**config.mk**
```make
export PLATFORM = sky130hd
export DESIGN_NAME = window_mean_stddev_flat
export DESIGN_NICKNAME = d
export VERILOG_FILES = /design/src/wms_pkg.sv /design/src/wms_if.sv /design/src/window_mean_stddev.sv /design/src/flat_wrapper.sv
export VERILOG_INCLUDE_DIRS = /design/src /design/src/src
export SDC_FILE = /design/constraint.sdc
export NUM_CORES = 2
export LEC_CHECK = 0
export ABC_AREA = 1
export BUFFER_PORTS_ARGS = -buffer_cell sky130_fd_sc_hd__buf_2
export CAP_MARGIN = 25
export CORE_ASPECT_RATIO = 0.75
export CORE_UTILIZATION = 55
export DETAILED_ROUTE_END_ITERATION = 16
export GPL_TIMING_DRIVEN = 1
export MAX_ROUTING_LAYER = met4
export PLACE_DENSITY = 0.71
export SLEW_MARGIN = 5
export SYNTH_ARGS = -nofsm -noshare
export SYNTH_HDL_FRONTEND = slang
export SYNTH_SLANG_ARGS = --single-unit
```
**constraint.sdc**
```tcl
create_clock -name clk -period 6 [get_ports clk]
set_clock_uncertainty 0.1 [all_clocks]
set_input_delay 0.3 -clock clk [delete_from_list [all_inputs] [get_ports clk]]
set_output_delay 0.3 -clock clk [all_outputs]
set_load 0.01 [all_outputs]
```
**src/assert_macros.svh**
```systemverilog
// assertion macros shared by the rtl
`ifndef ASSERT_MACROS_SVH
`define ASSERT_MACROS_SVH

// property that must hold at every clock edge out of reset
`define ASSERT_ALWAYS(label, expr, msg) \
	label: assert property (@(posedge clk) disable iff (!arst_n) (expr)) else $error(msg);

// implication checked at every clock edge out of reset
`define ASSERT_IMPLY(label, ante, cons, msg) \
	label: assert property (@(posedge clk) disable iff (!arst_n) (ante) |-> (cons)) \
		else $error(msg);

`endif

```
**src/wms_pkg.sv**
```systemverilog
// shared types and constants for the window mean and deviation block
package wms_pkg;
	localparam int FRAC_W          = 16;
	localparam int MAX_COUNT_DEF   = 1024;
	localparam int SAMPLE_BITS_DEF = 16;

	typedef logic [FRAC_W-1:0] frac_t;
endpackage

```
**src/wms_if.sv**
```systemverilog
// valid/ready channel interfaces for samples and results
interface wms_in_if;
	import wms_pkg::*;

	logic  valid;
	logic  ready;
	frac_t fraction_sample;
	logic  window_end;

	modport source (output valid, output fraction_sample, output window_end, input ready);
	modport sink (input valid, input fraction_sample, input window_end, output ready);
endinterface

interface wms_out_if;
	import wms_pkg::*;

	logic  valid;
	logic  ready;
	frac_t std_dev;
	frac_t mean_value;
	logic  count_overflow;

	modport source (output valid, output std_dev, output mean_value, output count_overflow,
		input ready);
	modport sink (input valid, input std_dev, input mean_value, input count_overflow,
		output ready);
endinterface

```
**src/window_mean_stddev.sv**
```systemverilog
// window mean and population standard deviation, bit-serial finish
//
//  channel   dir  payload                                      transaction
//  samples   in   fraction_sample[15:0], window_end            valid & ready
//  results   out  std_dev[15:0], mean_value[15:0], count_overflow  valid & ready
//
// one sample per cycle while a window accumulates and no window end waits
// (one square per cycle). a window end starts a bit-serial finish: S1W
// multiply steps, a difference step, RW square-root steps, DVW divide steps
// and a hand-off step into the output register.
// a second window end waits in the input stage until the finish is done.
// the result waits in an output register; arst_n clears all control state.
`include "assert_macros.svh"

module window_mean_stddev #(
	parameter int MAX_COUNT   = wms_pkg::MAX_COUNT_DEF,
	parameter int SAMPLE_BITS = wms_pkg::SAMPLE_BITS_DEF
) (
	input  logic            clk,
	input  logic            arst_n,
	wms_in_if.sink          samples,
	wms_out_if.source       results
);
	import wms_pkg::*;

	localparam int SW    = (SAMPLE_BITS < FRAC_W) ? SAMPLE_BITS : FRAC_W;
	localparam int CW    = $clog2(MAX_COUNT + 1);
	localparam int S1W   = SW + CW;
	localparam int S2W   = 2 * SW + CW;
	localparam int DW    = (2 * S1W < 64) ? 2 * S1W : 64;
	localparam int RW    = (DW + 1) / 2;
	localparam int RADW  = 2 * RW;
	localparam int DVW   = (S1W > RW) ? S1W : RW;
	localparam int STEPW = $clog2(DVW + 1);

	typedef enum logic [5:0] {
		ST_IDLE = 6'b000001,
		ST_MUL  = 6'b000010,
		ST_DIFF = 6'b000100,
		ST_SQRT = 6'b001000,
		ST_DIV  = 6'b010000,
		ST_HOLD = 6'b100000
	} state_t;

	// input stage
	logic            v_s1;
	logic            last_s1;
	logic [SW-1:0]   smp_s1;
	logic [2*SW-1:0] sq_s1;

	// accumulators
	logic [S1W-1:0] sum_q;
	logic [S2W-1:0] sumsq_q;
	logic [CW-1:0]  count_q;
	logic           ovf_q;

	logic [S1W-1:0] sum_nx;
	logic [S2W-1:0] sumsq_nx;
	logic [CW-1:0]  count_nx;
	logic [CW-1:0]  n_launch;
	logic           ovf_nx;
	logic           take;
	logic           stall_s1;
	logic           acc_en;
	logic           launch;

	// finish datapath
	state_t          state_q;
	logic [STEPW-1:0] step_q;
	logic [S1W-1:0]  s1_w_q;
	logic [S2W-1:0]  s2_w_q;
	logic [CW-1:0]   n_q;
	logic            ovf_w_q;
	logic [S1W-1:0]  n_sh_q;
	logic [S1W-1:0]  s1_sh_q;
	logic [DW-1:0]   acc_p_q;
	logic [DW-1:0]   acc_q_q;
	logic [RADW-1:0] rad_q;
	logic [RW+1:0]   rem_q;
	logic [RW-1:0]   root_q;
	logic [DVW-1:0]  qa_q;
	logic [DVW-1:0]  qb_q;
	logic [CW-1:0]   ra_q;
	logic [CW-1:0]   rb_q;

	logic [RW+1:0]   rem_sh;
	logic [RW+1:0]   trial;
	logic            root_ge;
	logic [RW+1:0]   rem_nx;
	logic [RW-1:0]   root_nx;
	logic [CW:0]     ra_sh;
	logic [CW:0]     rb_sh;
	logic            qa_ge;
	logic            qb_ge;
	logic            step_done;
	logic            hand_off;

	// output register
	logic  out_valid_q;
	frac_t std_q;
	frac_t mean_q;
	logic  ovf_out_q;

	assign stall_s1      = v_s1 && last_s1 && (state_q != ST_IDLE);
	assign samples.ready = !stall_s1;
	assign acc_en        = v_s1 && !stall_s1;
	assign launch        = acc_en && last_s1;

	assign take     = count_q < CW'(MAX_COUNT);
	assign sum_nx   = take ? sum_q + S1W'(smp_s1) : sum_q;
	assign sumsq_nx = take ? sumsq_q + S2W'(sq_s1) : sumsq_q;
	assign count_nx = take ? count_q + CW'(1) : count_q;
	assign n_launch = (count_nx == '0) ? CW'(1) : count_nx;
	assign ovf_nx   = ovf_q || !take;

	assign step_done = (step_q == '0);
	assign hand_off  = (state_q == ST_HOLD) && (!out_valid_q || results.ready);

	// square root step
	always_comb begin
		rem_sh  = {rem_q[RW-1:0], rad_q[RADW-1 -: 2]};
		trial   = {root_q, 2'b01};
		root_ge = rem_sh >= trial;
		rem_nx  = root_ge ? rem_sh - trial : rem_sh;
		root_nx = {root_q[RW-2:0], root_ge};
	end

	// restoring divide steps, both quotients share the divisor
	always_comb begin
		ra_sh = {ra_q, qa_q[DVW-1]};
		rb_sh = {rb_q, qb_q[DVW-1]};
		qa_ge = ra_sh >= {1'b0, n_q};
		qb_ge = rb_sh >= {1'b0, n_q};
	end

	always_ff @(posedge clk or negedge arst_n) begin
		if (!arst_n) begin
			v_s1 <= 1'b0;
		end else if (samples.valid && samples.ready) begin
			v_s1 <= 1'b1;
		end else if (acc_en) begin
			v_s1 <= 1'b0;
		end
	end

	always_ff @(posedge clk) begin
		if (samples.valid && samples.ready) begin
			smp_s1  <= samples.fraction_sample[SW-1:0];
			sq_s1   <= (2*SW)'(samples.fraction_sample[SW-1:0]) *
				(2*SW)'(samples.fraction_sample[SW-1:0]);
			last_s1 <= samples.window_end;
		end
	end

	always_ff @(posedge clk or negedge arst_n) begin
		if (!arst_n) begin
			sum_q   <= '0;
			sumsq_q <= '0;
			count_q <= '0;
			ovf_q   <= 1'b0;
		end else if (acc_en) begin
			if (last_s1) begin
				sum_q   <= '0;
				sumsq_q <= '0;
				count_q <= '0;
				ovf_q   <= 1'b0;
			end else begin
				sum_q   <= sum_nx;
				sumsq_q <= sumsq_nx;
				count_q <= count_nx;
				ovf_q   <= ovf_nx;
			end
		end
	end

	always_ff @(posedge clk or negedge arst_n) begin
		if (!arst_n) begin
			state_q <= ST_IDLE;
			step_q  <= '0;
		end else begin
			unique case (state_q)
				ST_IDLE: begin
					if (launch) begin
						state_q <= ST_MUL;
						step_q  <= STEPW'(S1W - 1);
					end
				end
				ST_MUL: begin
					if (step_done) begin
						state_q <= ST_DIFF;
					end else begin
						step_q <= step_q - STEPW'(1);
					end
				end
				ST_DIFF: begin
					state_q <= ST_SQRT;
					step_q  <= STEPW'(RW - 1);
				end
				ST_SQRT: begin
					if (step_done) begin
						state_q <= ST_DIV;
						step_q  <= STEPW'(DVW - 1);
					end else begin
						step_q <= step_q - STEPW'(1);
					end
				end
				ST_DIV: begin
					if (step_done) begin
						state_q <= ST_HOLD;
					end else begin
						step_q <= step_q - STEPW'(1);
					end
				end
				ST_HOLD: begin
					if (hand_off) begin
						state_q <= ST_IDLE;
					end
				end
				default: begin
					state_q <= ST_IDLE;
				end
			endcase
		end
	end

	always_ff @(posedge clk) begin
		unique case (state_q)
			ST_IDLE: begin
				if (launch) begin
					s1_w_q  <= sum_nx;
					s2_w_q  <= sumsq_nx;
					n_q     <= n_launch;
					ovf_w_q <= ovf_nx;
					n_sh_q  <= S1W'(n_launch);
					s1_sh_q <= sum_nx;
					acc_p_q <= '0;
					acc_q_q <= '0;
				end
			end
			ST_MUL: begin
				acc_p_q <= (acc_p_q << 1) + (n_sh_q[S1W-1] ? DW'(s2_w_q) : DW'(0));
				acc_q_q <= (acc_q_q << 1) + (s1_sh_q[S1W-1] ? DW'(s1_w_q) : DW'(0));
				n_sh_q  <= n_sh_q << 1;
				s1_sh_q <= s1_sh_q << 1;
			end
			ST_DIFF: begin
				rad_q  <= (acc_p_q < acc_q_q) ? '0 : RADW'(acc_p_q - acc_q_q);
				rem_q  <= '0;
				root_q <= '0;
			end
			ST_SQRT: begin
				rad_q  <= rad_q << 2;
				rem_q  <= rem_nx;
				root_q <= root_nx;
				if (step_done) begin
					qa_q <= DVW'(s1_w_q);
					qb_q <= DVW'(root_nx);
					ra_q <= '0;
					rb_q <= '0;
				end
			end
			ST_DIV: begin
				ra_q <= qa_ge ? CW'(ra_sh - {1'b0, n_q}) : CW'(ra_sh);
				rb_q <= qb_ge ? CW'(rb_sh - {1'b0, n_q}) : CW'(rb_sh);
				qa_q <= {qa_q[DVW-2:0], qa_ge};
				qb_q <= {qb_q[DVW-2:0], qb_ge};
			end
			ST_HOLD: begin
			end
			default: begin
			end
		endcase
	end

	always_ff @(posedge clk or negedge arst_n) begin
		if (!arst_n) begin
			out_valid_q <= 1'b0;
		end else if (hand_off) begin
			out_valid_q <= 1'b1;
		end else if (results.ready) begin
			out_valid_q <= 1'b0;
		end
	end

	always_ff @(posedge clk) begin
		if (hand_off) begin
			std_q     <= FRAC_W'(qb_q);
			mean_q    <= FRAC_W'(qa_q);
			ovf_out_q <= ovf_w_q;
		end
	end

	assign results.valid          = out_valid_q;
	assign results.std_dev        = std_q;
	assign results.mean_value     = mean_q;
	assign results.count_overflow = ovf_out_q;

	`ASSERT_ALWAYS(a_count_bound, count_q <= CW'(MAX_COUNT), "sample count beyond limit")
	`ASSERT_IMPLY(a_result_from_hold, $rose(out_valid_q), $past(state_q == ST_HOLD), "result loaded outside hand-off")
	`ASSERT_IMPLY(a_start_on_end, $past(state_q == ST_IDLE) && (state_q != ST_IDLE), $past(v_s1 && last_s1), "finish started without window end")
	`ASSERT_IMPLY(a_end_waits, v_s1 && last_s1 && (state_q != ST_IDLE), !samples.ready, "transaction taken over a waiting window end")
endmodule

```
**src/flat_wrapper.sv**
```systemverilog
// flat-port wrapper written by rule: the top's interface ports become plain ports
module window_mean_stddev_flat import wms_pkg::*;
#(
	parameter int MAX_COUNT   = wms_pkg::MAX_COUNT_DEF,
	parameter int SAMPLE_BITS = wms_pkg::SAMPLE_BITS_DEF
)
  (clk, arst_n, samples_valid, samples_fraction_sample, samples_window_end, samples_ready, results_valid, results_std_dev, results_mean_value, results_count_overflow, results_ready);
  wms_in_if samples_i ();
  wms_out_if results_i ();
  input  logic clk;
  input  logic arst_n;
  input wire logic [$bits(samples_i.valid)-1:0] samples_valid;
  input wire logic [$bits(samples_i.fraction_sample)-1:0] samples_fraction_sample;
  input wire logic [$bits(samples_i.window_end)-1:0] samples_window_end;
  output wire logic [$bits(samples_i.ready)-1:0] samples_ready;
  output wire logic [$bits(results_i.valid)-1:0] results_valid;
  output wire logic [$bits(results_i.std_dev)-1:0] results_std_dev;
  output wire logic [$bits(results_i.mean_value)-1:0] results_mean_value;
  output wire logic [$bits(results_i.count_overflow)-1:0] results_count_overflow;
  input wire logic [$bits(results_i.ready)-1:0] results_ready;
  assign samples_i.valid = samples_valid;
  assign samples_i.fraction_sample = samples_fraction_sample;
  assign samples_i.window_end = samples_window_end;
  assign samples_ready = samples_i.ready;
  assign results_valid = results_i.valid;
  assign results_std_dev = results_i.std_dev;
  assign results_mean_value = results_i.mean_value;
  assign results_count_overflow = results_i.count_overflow;
  assign results_i.ready = results_ready;
  window_mean_stddev #(.MAX_COUNT(MAX_COUNT), .SAMPLE_BITS(SAMPLE_BITS)) u_core (.clk(clk), .arst_n(arst_n), .samples(samples_i), .results(results_i));
endmodule
```
==> impl_results.md <==
- Status: finished clean
- PwrDens: approximately 620 nW/um^2
- Die Span Y: 260.6 microns
- Most frequent cell after synthesis: nand2_1
- Routed WL: 153.4 mm
- Vias in the first global route: between 40,000 and 50,000
- Ys async rst share: 15.75%
- Prevailing post-synth register cell: edfxtp_1
- Global-route wire length before repair: 237.4 mm
- Final Util: 60.57%
- Worst Setup Start Kind: primary input
- Met3 GRT Util: ~6.6%
- GP Congestion: 1.032
- I/O pins: 56
- TritonCTS buffer count: slightly below 70
- CP endpoint kind: flip-flop
- Nets: 7,219
- CP most frequent cell: fa_1
- Synth top area cells: edfxtp_1 31%, nand2_1 16%, inv_1 9.4%
- Max-capacitance violation count: 0
- RSZ-0062 raised after global routing: false
- Final Hold Fails: 0
- Worst IR Drop VDD: 0.7197 mV
- Area share of fa/ha/maj cells after synthesis: 15.20%
- Post-DP HPWL: 123.0 mm
- Global route overflow: 0
- CTS sink cnt: 603
- Leading area contributor after synthesis: edfxtp_1
- EDFF count, synth: a little over 500
- Fillers: 8,131
- Arrival time worst endpoint: ~6100 ps
- Mux cell area share after synthesis: less than 1%
- Synthesized cell area: 49,060 sq um
- Area delta synth->final: 8.618%
- Least-Margin Pin Slew: 971.8 ps
- Yosys cell types: 58
- Layout cell share with drive strength beyond 1: 4.837%
- Period utilization: 95.96%
- Routed Antenna Nets: 0
- DIE WIDTH: 346.9 microns
- CTS tree: done
- Root buffer cell: clkbuf_16
- Critical path type: in2reg
- Vias after detailed routing: 43,940
- # Post-CTS Setup Buffers: 0
- Leak pwr: 26.86 nW
- Largest net degree at the start of global routing: ~130
- DR iter-0 viols: 4,784
- DRC Markers: 0
- Post-Syn Instances: 6,643
- F_max: 173.7 MHz
- Critical path fanouts, max: 10
- Yosys reg bits: about 600
- Clock Tree Buf Depth: 3
- Clock Latency Late Sink: roughly 670 ps
- Final critical-path required period: around 5800 ps
- Die area: roughly 90,000 sq um
- Synth Area in XOR/XNOR: between 1.5 and 2%
- Met1 Use GR: 51.93%
- Synth Area in Simple Gates: 26.93%
- Total power: roughly 33 mW
- CP max stage cell: fa_1
- Via density per instance: 5.549
- Syn Area/Cell: around 7.4 sq um
- Max-slew violation count: 0
- Seq/Total Area, Yosys: 35.95%
- Reg clk slew, reported paths: 70 ps
- Setup TNS: 0 ps
- Top cells by count, synth: 2,036 x nand2_1, 1,235 x inv_1, 607 x nor2_1, 508 x edfxtp_1, 368 x a21oi_1
- IO Port Bufs: 55
- Setup-failing EPs final: 0
- YS warnings: 0
- Syn nets: 7,158
- Core Region: 87,970 sq um
- DR WL/cell: 19.37 microns
- Synth top area share: 31.10%
- H-Tree Level Count: 3
- GRT Overall Usage: a little over a third
- Worst-path cell chain: dlygate4sd3_1 -> buf_2 -> nand2_1 -> fa_1 -> fa_1 -> inv_1 -> fa_1 -> fa_1 -> fa_1 -> inv_1 -> fa_1 -> inv_1 -> ha_1 -> nand2_1 -> inv_1 -> nand2_1 -> nor3_1 -> nand4_1 -> nand3_1 -> a21oi_1 -> xnor2_1
- Slew margin rel.: between 30% and 40%
- Slowest stage delay, CP: 560 ps
- Layer with the highest usage: met1
- M2 GR Usage: 48.99%
- Initial antenna violation count: 4
- Critical Path RT: ~6300 ps
- Combinational family with the most area after synthesis: simple AND/OR/NAND/NOR gates
- FP Rows: 94
- Worst Hold Class: in2reg
- TritonRoute pass-1 iters: 6
- Initial core utilization: 55.76%
- Complex-gate fraction of the synthesized area: 9.248%
cell type report:
class	instances	area [sq um]	area share [%]
repair buffers	118	878.3	1.648
flip-flops and latches	603	17630	33.09
multi-input cells	4662	26210	49.19
clock buffers	81	1834	3.442
diodes	4	10.01	0.01879
well taps	1152	1441	2.705
clock inverters	47	575.6	1.080
inverters	1250	4698	8.817
cells in the final DEF, fill, tap and decap left out, drive strengths merged, types with 19 or more instances in the layout:
| cell | Yosys | layout |
|---|---|---|
| xor2 | 48 | 48 |
| buf | 42 | 102 |
| edfxtp | 508 | 508 |
| nor2 | 623 | 623 |
| or2 | 25 | 25 |
| clkinv | 0 | 27 |
| dfrtp | 94 | 94 |
| o22ai | 19 | 19 |
| clkbuf | 86 | 84 |
| nand3b | 22 | 22 |
| o21bai | 31 | 31 |
| nand2 | 2047 | 2047 |
| xnor2 | 60 | 60 |
| nand3 | 315 | 315 |
| ha | 324 | 324 |
| nand4 | 69 | 69 |
| fa | 170 | 170 |
| inv | 1250 | 1256 |
| nor3 | 60 | 60 |
| o21ai | 360 | 360 |
| a21oi | 370 | 370 |
metrics by stage:
step	instances	worst slack, ps	instance area (sq um)	hold WS, ps
after CTS	7911	226.5	53220	19.64
after global placement	7770	88.95	50680	226.6
after detailed placement	7770	26.92	50680	216.2
after floorplan	6643	251.0	49060	-95.59
after global routing	7916	11.15	53280	59.17
final	7917	242.5	53280	65.59
flip-flops by register name, summed over array words and instances, names as in the netlist, 6 cells and up:
| name | cells |
|---|---|
| u_core.acc_p_q | 54 |
| u_core.acc_q_q | 54 |
| u_core.rad_q | 54 |
| u_core.s2_w_q | 43 |
| u_core.sumsq_q | 43 |
| u_core.sq_s1 | 31 |
| u_core.n_sh_q | 27 |
| u_core.qa_q | 27 |
| u_core.qb_q | 27 |
| u_core.rem_q | 27 |
| u_core.root_q | 27 |
| u_core.s1_sh_q | 27 |
| u_core.s1_w_q | 27 |
| u_core.sum_q | 27 |
| u_core.results.mean_value | 16 |
| u_core.results.std_dev | 16 |
| u_core.smp_s1 | 15 |
| u_core.count_q | 11 |
| u_core.n_q | 11 |
| u_core.ra_q | 11 |
| u_core.rb_q | 11 |
| u_core.state_q | 6 |
report_power, final:
group	leakage (nW)	total (mW)	internal (mW)	switching, mW
clock network	1.17	4.57	2.60	1.97
logic	19.6	20.5	6.50	14.0
registers	6.09	7.93	6.78	1.15
kinds of logic after synthesis:
kind of cell | count (synthesis)
multiplexers | 1
AND/OR/NAND/NOR | 3213
AO/OA/AOI/OAI | 846
flip-flops | 603
XOR/XNOR | 108
adder cells (fa/ha/maj) | 494
buffers and inverters | 1378
layer usage:
layer / vias to the layer above / wire length (microns) / part of all wire [%]
li1: 21240 / - / -
met1: 20620 / 70920 / 46
met2: 1854 / 62230 / 41
met3: 214 / 15520 / 10
met4: 0 / 4690 / 3.1
met5: - / 0 / 0
worst paths after layout:
path	from	to	slack (ps)	depth (start not counted)
min reg2reg	u_core.ovf_w_q	u_core.results.count_overflow	330	0
max reg2reg	u_core.state_q[0]	u_core.acc_q_q[8]	1750	9
min in group asynchronous	arst_n	u_core.count_q[9]	80	2
max	samples_fraction_sample[9]	u_core.sq_s1[25]	240	21
max in group asynchronous	arst_n	u_core.sum_q[12]	4310	3
min	samples_fraction_sample[1]	u_core.smp_s1[1]	70	2
critical path, delay by kind of cell:
kind	cells	cell delay (ps)
AND/OR/NAND/NOR	6	950
AO/OA/AOI/OAI	1	100
adder cells (fa/ha/maj)	7	3530
buffers and inverters	6	1060
XOR/XNOR	1	130
repair_timing:
| action | CTS | global route |
|---|---|---|
| hold buffers | 13 | 0 |
| resized for setup | 0 | 4 |
| endpoints found under the setup margin | 0 | 5 |
| endpoints found under the hold margin | 47 | 0 |
Power figures use the tool's default switching activity.
